File: src/design/bpf_pkg.sv
// Package for the bootloader packet framer: job record passed from the
// front to the back, step codes, constants and the byte-wide CRC-32 update.
// No dependencies.
package bpf_pkg;

    localparam logic [7:0]  HEADER_RESET = 8'h80;
    localparam logic [31:0] CRC_INIT     = 32'hFFFF_FFFF;
    localparam logic [31:0] CRC_POLY     = 32'hEDB8_8320;
    localparam int          QUEUE_DEPTH  = 2;

    localparam logic OP_START = 1'b0;
    localparam logic OP_DATA  = 1'b1;

    // byte positions within a packet slice handled by the back end
    localparam logic [2:0] STEP_HEADER   = 3'd0;
    localparam logic [2:0] STEP_LEN_HI   = 3'd1;
    localparam logic [2:0] STEP_LEN_LO   = 3'd2;
    localparam logic [2:0] STEP_BYTE     = 3'd3;
    localparam logic [2:0] STEP_CRC_3    = 3'd4;
    localparam logic [2:0] STEP_CRC_2    = 3'd5;
    localparam logic [2:0] STEP_CRC_1    = 3'd6;
    localparam logic [2:0] STEP_CRC_0    = 3'd7;

    typedef enum logic [1:0] {
        K_START,
        K_DATA,
        K_ERROR
    } t_kind;

    typedef struct packed {
        t_kind        kind;
        logic         close;   // CRC trailer follows
        logic [15:0]  total;
        logic [7:0]   data;
        logic [31:0]  crc;
    } t_job;

    // reflected CRC-32, one byte
    function automatic logic [31:0] crc_byte(input logic [31:0] crc_in,
                                             input logic [7:0] b);
        logic [31:0] c;
        c = crc_in ^ {24'd0, b};
        for (int i = 0; i < 8; i++) begin
            c = c[0] ? ((c >> 1) ^ CRC_POLY) : (c >> 1);
        end
        return c;
    endfunction

endpackage

File: src/design/bpf_ifs.sv
// Valid/ready channel interfaces of the packet framer: input items,
// output bytes and the header register write port. No dependencies.
interface bpf_in_if;
    logic        valid;
    logic        ready;
    logic        op;
    logic [7:0]  command;
    logic [15:0] payload_length;
    logic [7:0]  payload_byte;
    modport source (output valid, op, command, payload_length, payload_byte,
                    input ready);
    modport sink   (input valid, op, command, payload_length, payload_byte,
                    output ready);
endinterface

interface bpf_out_if;
    logic       valid;
    logic       ready;
    logic [7:0] out_byte;
    logic       last;
    logic       packet_end;
    logic       error;
    modport source (output valid, out_byte, last, packet_end, error, input ready);
    modport sink   (input valid, out_byte, last, packet_end, error, output ready);
endinterface

interface bpf_cfg_if;
    logic       valid;
    logic       ready;
    logic [7:0] header_byte;
    modport source (output valid, header_byte, input ready);
    modport sink   (input valid, header_byte, output ready);
endinterface

File: src/design/bpf_front.sv
// Front end: accepts input beats, tracks packet state and running CRC,
// and turns each beat into a job for the back end. Uses bpf_pkg.
module bpf_front (
    input  logic          i_clk,
    input  logic          i_rst_n,
    bpf_in_if.sink        i_in,
    input  logic          i_q_full,
    output logic          o_push,
    output bpf_pkg::t_job o_job
);
    import bpf_pkg::*;

    logic [31:0] r_crc,  n_crc;
    logic [15:0] r_rem,  n_rem;
    logic        r_open, n_open;
    logic        accept;
    logic [15:0] rem_dec;

    assign i_in.ready = !i_q_full;
    assign accept     = i_in.valid && i_in.ready;
    assign o_push     = accept;
    assign rem_dec    = r_rem - 16'd1;

    always_comb begin
        n_crc  = r_crc;
        n_rem  = r_rem;
        n_open = r_open;
        o_job.kind  = K_ERROR;
        o_job.close = 1'b0;
        o_job.total = i_in.payload_length + 16'd1;
        o_job.data  = i_in.payload_byte;
        o_job.crc   = r_crc;
        if (i_in.op == OP_START) begin
            n_crc  = crc_byte(CRC_INIT, i_in.command);
            n_rem  = i_in.payload_length;
            n_open = (i_in.payload_length != 16'd0);
            o_job.kind  = K_START;
            o_job.close = (i_in.payload_length == 16'd0);
            o_job.data  = i_in.command;
            o_job.crc   = n_crc;
        end else if (r_open) begin
            n_crc  = crc_byte(r_crc, i_in.payload_byte);
            n_rem  = rem_dec;
            n_open = (rem_dec != 16'd0);
            o_job.kind  = K_DATA;
            o_job.close = (rem_dec == 16'd0);
            o_job.crc   = n_crc;
        end
    end

    always_ff @(posedge i_clk) begin
        if (!i_rst_n) begin
            r_crc  <= CRC_INIT;
            r_rem  <= 16'd0;
            r_open <= 1'b0;
        end else if (accept) begin
            r_crc  <= n_crc;
            r_rem  <= n_rem;
            r_open <= n_open;
        end
    end

endmodule

File: src/design/bpf_queue.sv
// Short job queue between front and back ends, DEPTH entries, with
// first-word fall-through head. Uses bpf_pkg for the job record.
module bpf_queue #(
    parameter int DEPTH = bpf_pkg::QUEUE_DEPTH  // 2..8
) (
    input  logic          i_clk,
    input  logic          i_rst_n,
    input  logic          i_push,
    input  bpf_pkg::t_job i_job,
    input  logic          i_pop,
    output logic          o_full,
    output logic          o_valid,
    output bpf_pkg::t_job o_job
);
    import bpf_pkg::*;

    localparam int AW = $clog2(DEPTH);
    localparam int CW = $clog2(DEPTH + 1);
    localparam logic [AW-1:0] LAST_PTR = AW'(DEPTH - 1);
    localparam logic [CW-1:0] FULL_CNT = CW'(DEPTH);

    t_job          r_mem [DEPTH];
    logic [AW-1:0] r_wr, r_rd;
    logic [CW-1:0] r_cnt;
    logic          do_pop;

    assign o_full  = (r_cnt == FULL_CNT);
    assign o_valid = (r_cnt != '0);
    assign o_job   = r_mem[r_rd];
    assign do_pop  = i_pop && o_valid;

    always_ff @(posedge i_clk) begin
        if (i_push) begin
            r_mem[r_wr] <= i_job;
        end
    end

    always_ff @(posedge i_clk) begin
        if (!i_rst_n) begin
            r_wr  <= '0;
            r_rd  <= '0;
            r_cnt <= '0;
        end else begin
            if (i_push) begin
                r_wr <= (r_wr == LAST_PTR) ? '0 : r_wr + AW'(1);
            end
            if (do_pop) begin
                r_rd <= (r_rd == LAST_PTR) ? '0 : r_rd + AW'(1);
            end
            if (i_push && !do_pop) begin
                r_cnt <= r_cnt + CW'(1);
            end else if (!i_push && do_pop) begin
                r_cnt <= r_cnt - CW'(1);
            end
        end
    end

endmodule

File: src/design/bpf_back.sv
// Back end: walks the head job byte by byte into the output register.
// Uses bpf_pkg for the job record and step codes.
module bpf_back (
    input  logic          i_clk,
    input  logic          i_rst_n,
    input  logic [7:0]    i_header,
    input  logic          i_job_valid,
    input  bpf_pkg::t_job i_job,
    output logic          o_pop,
    bpf_out_if.source     o_out
);
    import bpf_pkg::*;

    logic [2:0] r_step;
    logic [2:0] base, idx, idx_end;
    logic       load, at_end;
    logic [7:0] sel_byte;
    logic       r_valid;
    logic [7:0] r_byte;
    logic       r_last, r_pend, r_err;

    // start and data jobs share the tail: data byte then CRC
    assign base    = (i_job.kind == K_START) ? STEP_HEADER : STEP_BYTE;
    assign idx     = base + r_step;
    assign idx_end = i_job.close ? STEP_CRC_0 : STEP_BYTE;
    assign at_end  = (idx == idx_end);
    assign load    = i_job_valid && (!r_valid || o_out.ready);
    assign o_pop   = load && at_end;

    always_comb begin
        unique case (idx)
            STEP_HEADER: sel_byte = i_header;
            STEP_LEN_HI: sel_byte = i_job.total[15:8];
            STEP_LEN_LO: sel_byte = i_job.total[7:0];
            STEP_BYTE:   sel_byte = (i_job.kind == K_ERROR) ? 8'd0 : i_job.data;
            STEP_CRC_3:  sel_byte = i_job.crc[31:24];
            STEP_CRC_2:  sel_byte = i_job.crc[23:16];
            STEP_CRC_1:  sel_byte = i_job.crc[15:8];
            STEP_CRC_0:  sel_byte = i_job.crc[7:0];
            default:     sel_byte = 8'd0;
        endcase
    end

    always_ff @(posedge i_clk) begin
        if (!i_rst_n) begin
            r_valid <= 1'b0;
            r_step  <= 3'd0;
        end else begin
            if (load) begin
                r_valid <= 1'b1;
                r_step  <= at_end ? 3'd0 : r_step + 3'd1;
            end else if (o_out.ready) begin
                r_valid <= 1'b0;
            end
        end
    end

    always_ff @(posedge i_clk) begin
        if (load) begin
            r_byte <= sel_byte;
            r_last <= at_end;
            r_pend <= at_end && i_job.close;
            r_err  <= (i_job.kind == K_ERROR);
        end
    end

    assign o_out.valid      = r_valid;
    assign o_out.out_byte   = r_byte;
    assign o_out.last       = r_last;
    assign o_out.packet_end = r_pend;
    assign o_out.error      = r_err;

endmodule

File: src/design/bootloader_packet_framer_crc32_core.sv
// Bootloader packet framer with CRC-32/JAMCRC trailer, top level.
// An accepted beat is queued as a job; its bytes leave via the output register.
// Throughput: one byte per cycle from the back-end sequencer unless stalled;
// a data beat gives 1 byte (5 if it closes the packet), a start beat 4 (8 if empty).
// Reset: synchronous active-low i_rst_n clears packet state, queue and output;
// header register returns to 0x80. Depends on bpf_pkg, bpf_ifs and submodules.
module bootloader_packet_framer_crc32_core #(
    parameter int QDEPTH = bpf_pkg::QUEUE_DEPTH
) (
    input  logic       i_clk,
    input  logic       i_rst_n,
    bpf_in_if.sink     i_in,
    bpf_cfg_if.sink    i_cfg,
    bpf_out_if.source  o_out
);
    import bpf_pkg::*;

    logic [7:0] r_header;
    logic       q_full, q_valid, push, pop;
    t_job       push_job, head_job;

    assign i_cfg.ready = 1'b1;

    always_ff @(posedge i_clk) begin
        if (!i_rst_n) begin
            r_header <= HEADER_RESET;
        end else if (i_cfg.valid) begin
            r_header <= i_cfg.header_byte;
        end
    end

    bpf_front u_front (
        .i_clk    (i_clk),
        .i_rst_n  (i_rst_n),
        .i_in     (i_in),
        .i_q_full (q_full),
        .o_push   (push),
        .o_job    (push_job)
    );

    bpf_queue #(.DEPTH(QDEPTH)) u_queue (
        .i_clk   (i_clk),
        .i_rst_n (i_rst_n),
        .i_push  (push),
        .i_job   (push_job),
        .i_pop   (pop),
        .o_full  (q_full),
        .o_valid (q_valid),
        .o_job   (head_job)
    );

    bpf_back u_back (
        .i_clk       (i_clk),
        .i_rst_n     (i_rst_n),
        .i_header    (r_header),
        .i_job_valid (q_valid),
        .i_job       (head_job),
        .o_pop       (pop),
        .o_out       (o_out)
    );

endmodule

File: src/flat_wrapper.sv
// flat-port wrapper written by rule: the top's interface ports become plain ports
module bootloader_packet_framer_crc32_core_flat import bpf_pkg::*;
#(
    parameter int QDEPTH = bpf_pkg::QUEUE_DEPTH
)
  (i_clk, i_rst_n, i_in_valid, i_in_op, i_in_command, i_in_payload_length, i_in_payload_byte, i_in_ready, i_cfg_valid, i_cfg_header_byte, i_cfg_ready, o_out_valid, o_out_out_byte, o_out_last, o_out_packet_end, o_out_error, o_out_ready);
  bpf_in_if i_in_i ();
  bpf_cfg_if i_cfg_i ();
  bpf_out_if o_out_i ();
  input  logic i_clk;
  input  logic i_rst_n;
  input wire logic [$bits(i_in_i.valid)-1:0] i_in_valid;
  input wire logic [$bits(i_in_i.op)-1:0] i_in_op;
  input wire logic [$bits(i_in_i.command)-1:0] i_in_command;
  input wire logic [$bits(i_in_i.payload_length)-1:0] i_in_payload_length;
  input wire logic [$bits(i_in_i.payload_byte)-1:0] i_in_payload_byte;
  output wire logic [$bits(i_in_i.ready)-1:0] i_in_ready;
  input wire logic [$bits(i_cfg_i.valid)-1:0] i_cfg_valid;
  input wire logic [$bits(i_cfg_i.header_byte)-1:0] i_cfg_header_byte;
  output wire logic [$bits(i_cfg_i.ready)-1:0] i_cfg_ready;
  output wire logic [$bits(o_out_i.valid)-1:0] o_out_valid;
  output wire logic [$bits(o_out_i.out_byte)-1:0] o_out_out_byte;
  output wire logic [$bits(o_out_i.last)-1:0] o_out_last;
  output wire logic [$bits(o_out_i.packet_end)-1:0] o_out_packet_end;
  output wire logic [$bits(o_out_i.error)-1:0] o_out_error;
  input wire logic [$bits(o_out_i.ready)-1:0] o_out_ready;
  assign i_in_i.valid = i_in_valid;
  assign i_in_i.op = i_in_op;
  assign i_in_i.command = i_in_command;
  assign i_in_i.payload_length = i_in_payload_length;
  assign i_in_i.payload_byte = i_in_payload_byte;
  assign i_in_ready = i_in_i.ready;
  assign i_cfg_i.valid = i_cfg_valid;
  assign i_cfg_i.header_byte = i_cfg_header_byte;
  assign i_cfg_ready = i_cfg_i.ready;
  assign o_out_valid = o_out_i.valid;
  assign o_out_out_byte = o_out_i.out_byte;
  assign o_out_last = o_out_i.last;
  assign o_out_packet_end = o_out_i.packet_end;
  assign o_out_error = o_out_i.error;
  assign o_out_i.ready = o_out_ready;
  bootloader_packet_framer_crc32_core #(.QDEPTH(QDEPTH)) u_core (.i_clk(i_clk), .i_rst_n(i_rst_n), .i_in(i_in_i), .i_cfg(i_cfg_i), .o_out(o_out_i));
endmodule
File: config.mk
export PLATFORM = sky130hd
export DESIGN_NAME = bootloader_packet_framer_crc32_core_flat
export DESIGN_NICKNAME = d
export VERILOG_FILES = /design/src/design/bpf_pkg.sv /design/src/design/bpf_ifs.sv /design/src/design/bpf_front.sv /design/src/design/bpf_queue.sv /design/src/design/bpf_back.sv /design/src/design/bootloader_packet_framer_crc32_core.sv /design/src/flat_wrapper.sv
export SDC_FILE = /design/constraint.sdc
export NUM_CORES = 1
export LEC_CHECK = 0
export ABC_AREA = 1
export BUFFER_PORTS_ARGS = -buffer_cell sky130_fd_sc_hd__buf_2
export CAP_MARGIN = 20
export CORE_MARGIN = 4
export CORE_UTILIZATION = 55
export DETAILED_ROUTE_END_ITERATION = 7
export GPL_ROUTABILITY_DRIVEN = 0
export HOLD_SLACK_MARGIN = 0.1
export PLACE_DENSITY = 0.79
export SYNTH_ARGS = -nofsm -noshare
export SYNTH_HDL_FRONTEND = slang
export SYNTH_HIERARCHICAL = 1
export SYNTH_SLANG_ARGS = --single-unit
File: constraint.sdc
create_clock -name i_clk -period 3.5 [get_ports i_clk]
set_input_delay 0.175 -clock i_clk [delete_from_list [all_inputs] [get_ports i_clk]]
set_output_delay 0.175 -clock i_clk [all_outputs]
set_load 0.02 [all_outputs]
==> results.sh <==
export IMPL_avgSynthCellArea_um2=8.662
export IMPL_cp_arrival_ns=3.65
export IMPL_finalCriticalPeriod_ns=3.274
export IMPL_slew_viol_final=0
export IMPL_seqPwrFrac_pct=37.1
export IMPL_final_hold_viol_count=0
export IMPL_crit_chain="mux2_2 -> nor2_1 -> inv_1 -> ha_1 -> inv_1 -> fa_1 -> nor2_8 -> nand4_2 -> inv_1 -> o21a_1 -> inv_1 -> ha_1 -> inv_1 -> nand3_1 -> nand2_1 -> inv_1 -> nor2_1"
export IMPL_cpPeakStageDelay_ns=0.55
export IMPL_synth_cell_area_mm2=0.01110
export IMPL_drc=0
export IMPL_status="finished clean"
export IMPL_via_per_inst=5.584
export IMPL_crit_path_max_fanout=18
export IMPL_postCtsSetupBuffers=0
export IMPL_areaGrowthSynthToFinish_pct=10.45
export IMPL_syn_nets=1336
export IMPL_startpoint_type="flip-flop"
export IMPL_relSlewSlack_pct=46.17
export IMPL_path_clk_slew_ns=0.08
export IMPL_dpl_cell_count=1577
export IMPL_via_count=9052
export IMPL_synthCells=1282
export IMPL_clockBufferDepth=2
export IMPL_n_fill_cell=1679
export IMPL_hold_buffers=12
export IMPL_dominantRegCellSynth="edfxtp_1"
export IMPL_final_setup_worst_slack_ns=0.2256
export IMPL_fin_util_pct=62.40
export IMPL_chipHeight_um=150.1
export IMPL_power_frac_clock_pct=22.4
export IMPL_final_cell_area_mm2=0.01226
export IMPL_rsz0062_at_grt="no"
export IMPL_pre_cts_ws_ns=0.2532
export IMPL_final_nets=1397
export IMPL_drt_total_wl_um=28190
export IMPL_crit_required_ns=3.88
export IMPL_ys_seq_area_share_pct=46.78
export IMPL_ys_warn_count=6
export IMPL_synth_edf_count=129
export IMPL_core_area_mm2=0.01965
export IMPL_core_rowCount=51
export IMPL_p_int_w=0.005111
export IMPL_io_pins=60
export IMPL_drtIter0Drc=1259
export IMPL_timing_final_crit_share_pct=93.55
export IMPL_hold_path_class="in2reg"
export IMPL_fmax_ghz=0.3054
export IMPL_final_common_cell="nand2_1"
export IMPL_crit_path_frequent_cell="inv_1"
export IMPL_die_x_um=150.1
export IMPL_drive_above_1_share_pct=17.85
export IMPL_clk_latency_ns=0.44
export IMPL_track_usage_pct=25.43
export IMPL_first_pass_iters=8
export IMPL_place_hpwl_um=19950
export IMPL_cts_root_buf="clkbuf_16"
export IMPL_grt_ovfl_total=0
export IMPL_cts_made_buffers=17
export IMPL_grt_pass1_vias=8264
export IMPL_die_area_mm2=0.02253
export IMPL_setup_viol=0
export IMPL_irDropWorstVdd_v=0.0003985
export IMPL_end_kind="flip-flop"
export IMPL_p_leak_nw=5.385
export IMPL_final_cell_mix="nand2_1, edfxtp_1, inv_1, nor2_1, nand3_1"
export IMPL_tightest_slew_ns=0.8075
export IMPL_port_buffers=58
export IMPL_stdcell_count=1621
export IMPL_dpl_cell_area_mm2=0.01157
export IMPL_crit_type="reg2reg"
export IMPL_antenna_cells=0
export IMPL_power_switching_w=0.003433
export IMPL_htreeDepth=4
export IMPL_tritoncts="yes"
export IMPL_async_flop_share_pct=0
export IMPL_cap_violations=0
export IMPL_post_cts_resize_count=0
export IMPL_netlist_cell_type_count=56
export IMPL_start_util_pct=56.50
export IMPL_timing_setup_tns_ns=0
export IMPL_final_antenna_net_count=0
export IMPL_grt_max_degree=60
export IMPL_worst_path_max_delay_cell="fa_1"
export IMPL_combPwrFrac_pct=40.4
export IMPL_skew_ns=0.01950
export IMPL_cts_sinks=195
export IMPL_routedWlPerCell_um=17.39
export IMPL_grt_antenna_before_repair=0
export IMPL_ys_seq_elements=195
export IMPL_powerDensity_mw_per_mm2=696.7
export IMPL_p_sw_share_pct=40.18
export IMPL_grt_pass1_wl_um=44040
layer usage:
layer,track usage [%],vias to the layer above,routed length [um]
met1,35.93,4181,11940
li1,-,4352,-
met3,4.606,49,2564
met2,39.87,470,13060
met4,8.417,0,633
met5,0,-,0
sequential cells by signal, indices dropped and copies added (netlist names), named ones only:
name and count:
u_core/u_back/o_out.packet_end 1, u_core/u_front/r_rem 16, u_core/u_queue/r_cnt 2, u_core/u_back/r_step 3, u_core/u_back/o_out.out_byte 8, u_core/u_queue/r_mem 118
u_core/r_header 8, u_core/u_front/r_crc 32, u_core/u_queue/r_rd 1, u_core/u_front/r_open 1, u_core/u_queue/r_wr 1, u_core/u_back/o_out.error 1
u_core/u_back/o_out.last 1, u_core/u_back/o_out.valid 1
final timing paths:
| kind | start | end | slack [ns] | cells past startpoint |
|---|---|---|---|---|
| worst max-delay path | flip-flop | u_core/u_queue/r_cnt[1] | 0.23 | 17 |
| worst min-delay path | i_in_payload_length[2] | u_core/u_front/r_rem[2] | 0.11 | 3 |
| worst max register to register | flip-flop | u_core/u_queue/r_cnt[1] | 0.23 | 17 |
| worst min register to register | u_core/r_header[3] | u_core/r_header[3] | 0.48 | 2 |
cells by family after synthesis:
logic type	count (synthesis)	synth area share (%)
AND/OR/NAND/NOR	606	23.81
flip-flops	195	46.78
buffers and inverters	191	7.583
AO/OA/AOI/OAI	149	7.797
XOR/XNOR	73	6.704
multiplexers	59	6.321
adder cells (fa/ha/maj)	8	0.9690
other	1	0.03377
critical path: cells and delay by family (launching register included):
family / cells / cell delay [ns]
buffers and inverters: 6 / 0.41
AND/OR/NAND/NOR: 6 / 0.89
adder cells (fa/ha/maj): 3 / 1.05
flip-flops: 1 / 0.36
AO/OA/AOI/OAI: 1 / 0.15
multiplexers: 1 / 0.34
power groups by stage:
stage               clock, W  combinational [W]  sequential [W]
finish               0.00192            0.00345         0.00317
global route         0.00205            0.00378         0.00321
floorplan                  0            0.00261         0.00325
CTS                  0.00194            0.00341         0.00317
global placement           0            0.00328         0.00320
detailed placement         0            0.00336         0.00322
synthesized netlist by cell type, types with 7 or more instances:
library cell,number,area share [%]
nand2_1,344,12
edfxtp_1,129,35
inv_1,126,4.3
nor2_1,102,3.4
nand3_1,100,4.5
a21oi_1,66,3.0
dfxtp_1,66,12
mux2_2,49,5.0
xor2_1,45,3.5
o21ai_0,40,1.8
xnor2_1,20,1.6
buf_2,18,0.81
inv_2,17,0.57
nand2_2,15,0.85
clkbuf_1,12,0.41
mux2_4,10,1.4
nor2_2,10,0.56
a221oi_1,9,0.71
buf_6,9,0.91
o221ai_1,8,0.63
ha_1,7,0.79
per-stage QoR:
step	hold WS, ns	power, W
6_report	0.1139	0.008544
5_1_grt	0.1142	0.009038
4_1_cts	0.1010	0.008522
3_5_place_dp	0.4150	0.006582
2_1_floorplan	0.2958	0.005861
3_3_place_gp	0.3991	0.006471
final cells by class:
type,instances,area [um^2],area share [%]
Timing Repair Buffer,87,538.0,4.387
Inverter,146,548.0,4.468
Clock inverter,15,150.1,1.224
Multi-Input combinational cell,896,5075,41.38
Sequential cell,195,5196,42.37
Tap cell,265,331.6,2.704
Clock buffer,17,425.4,3.469
No activity file was read; power rests on OpenSTA's default activity.
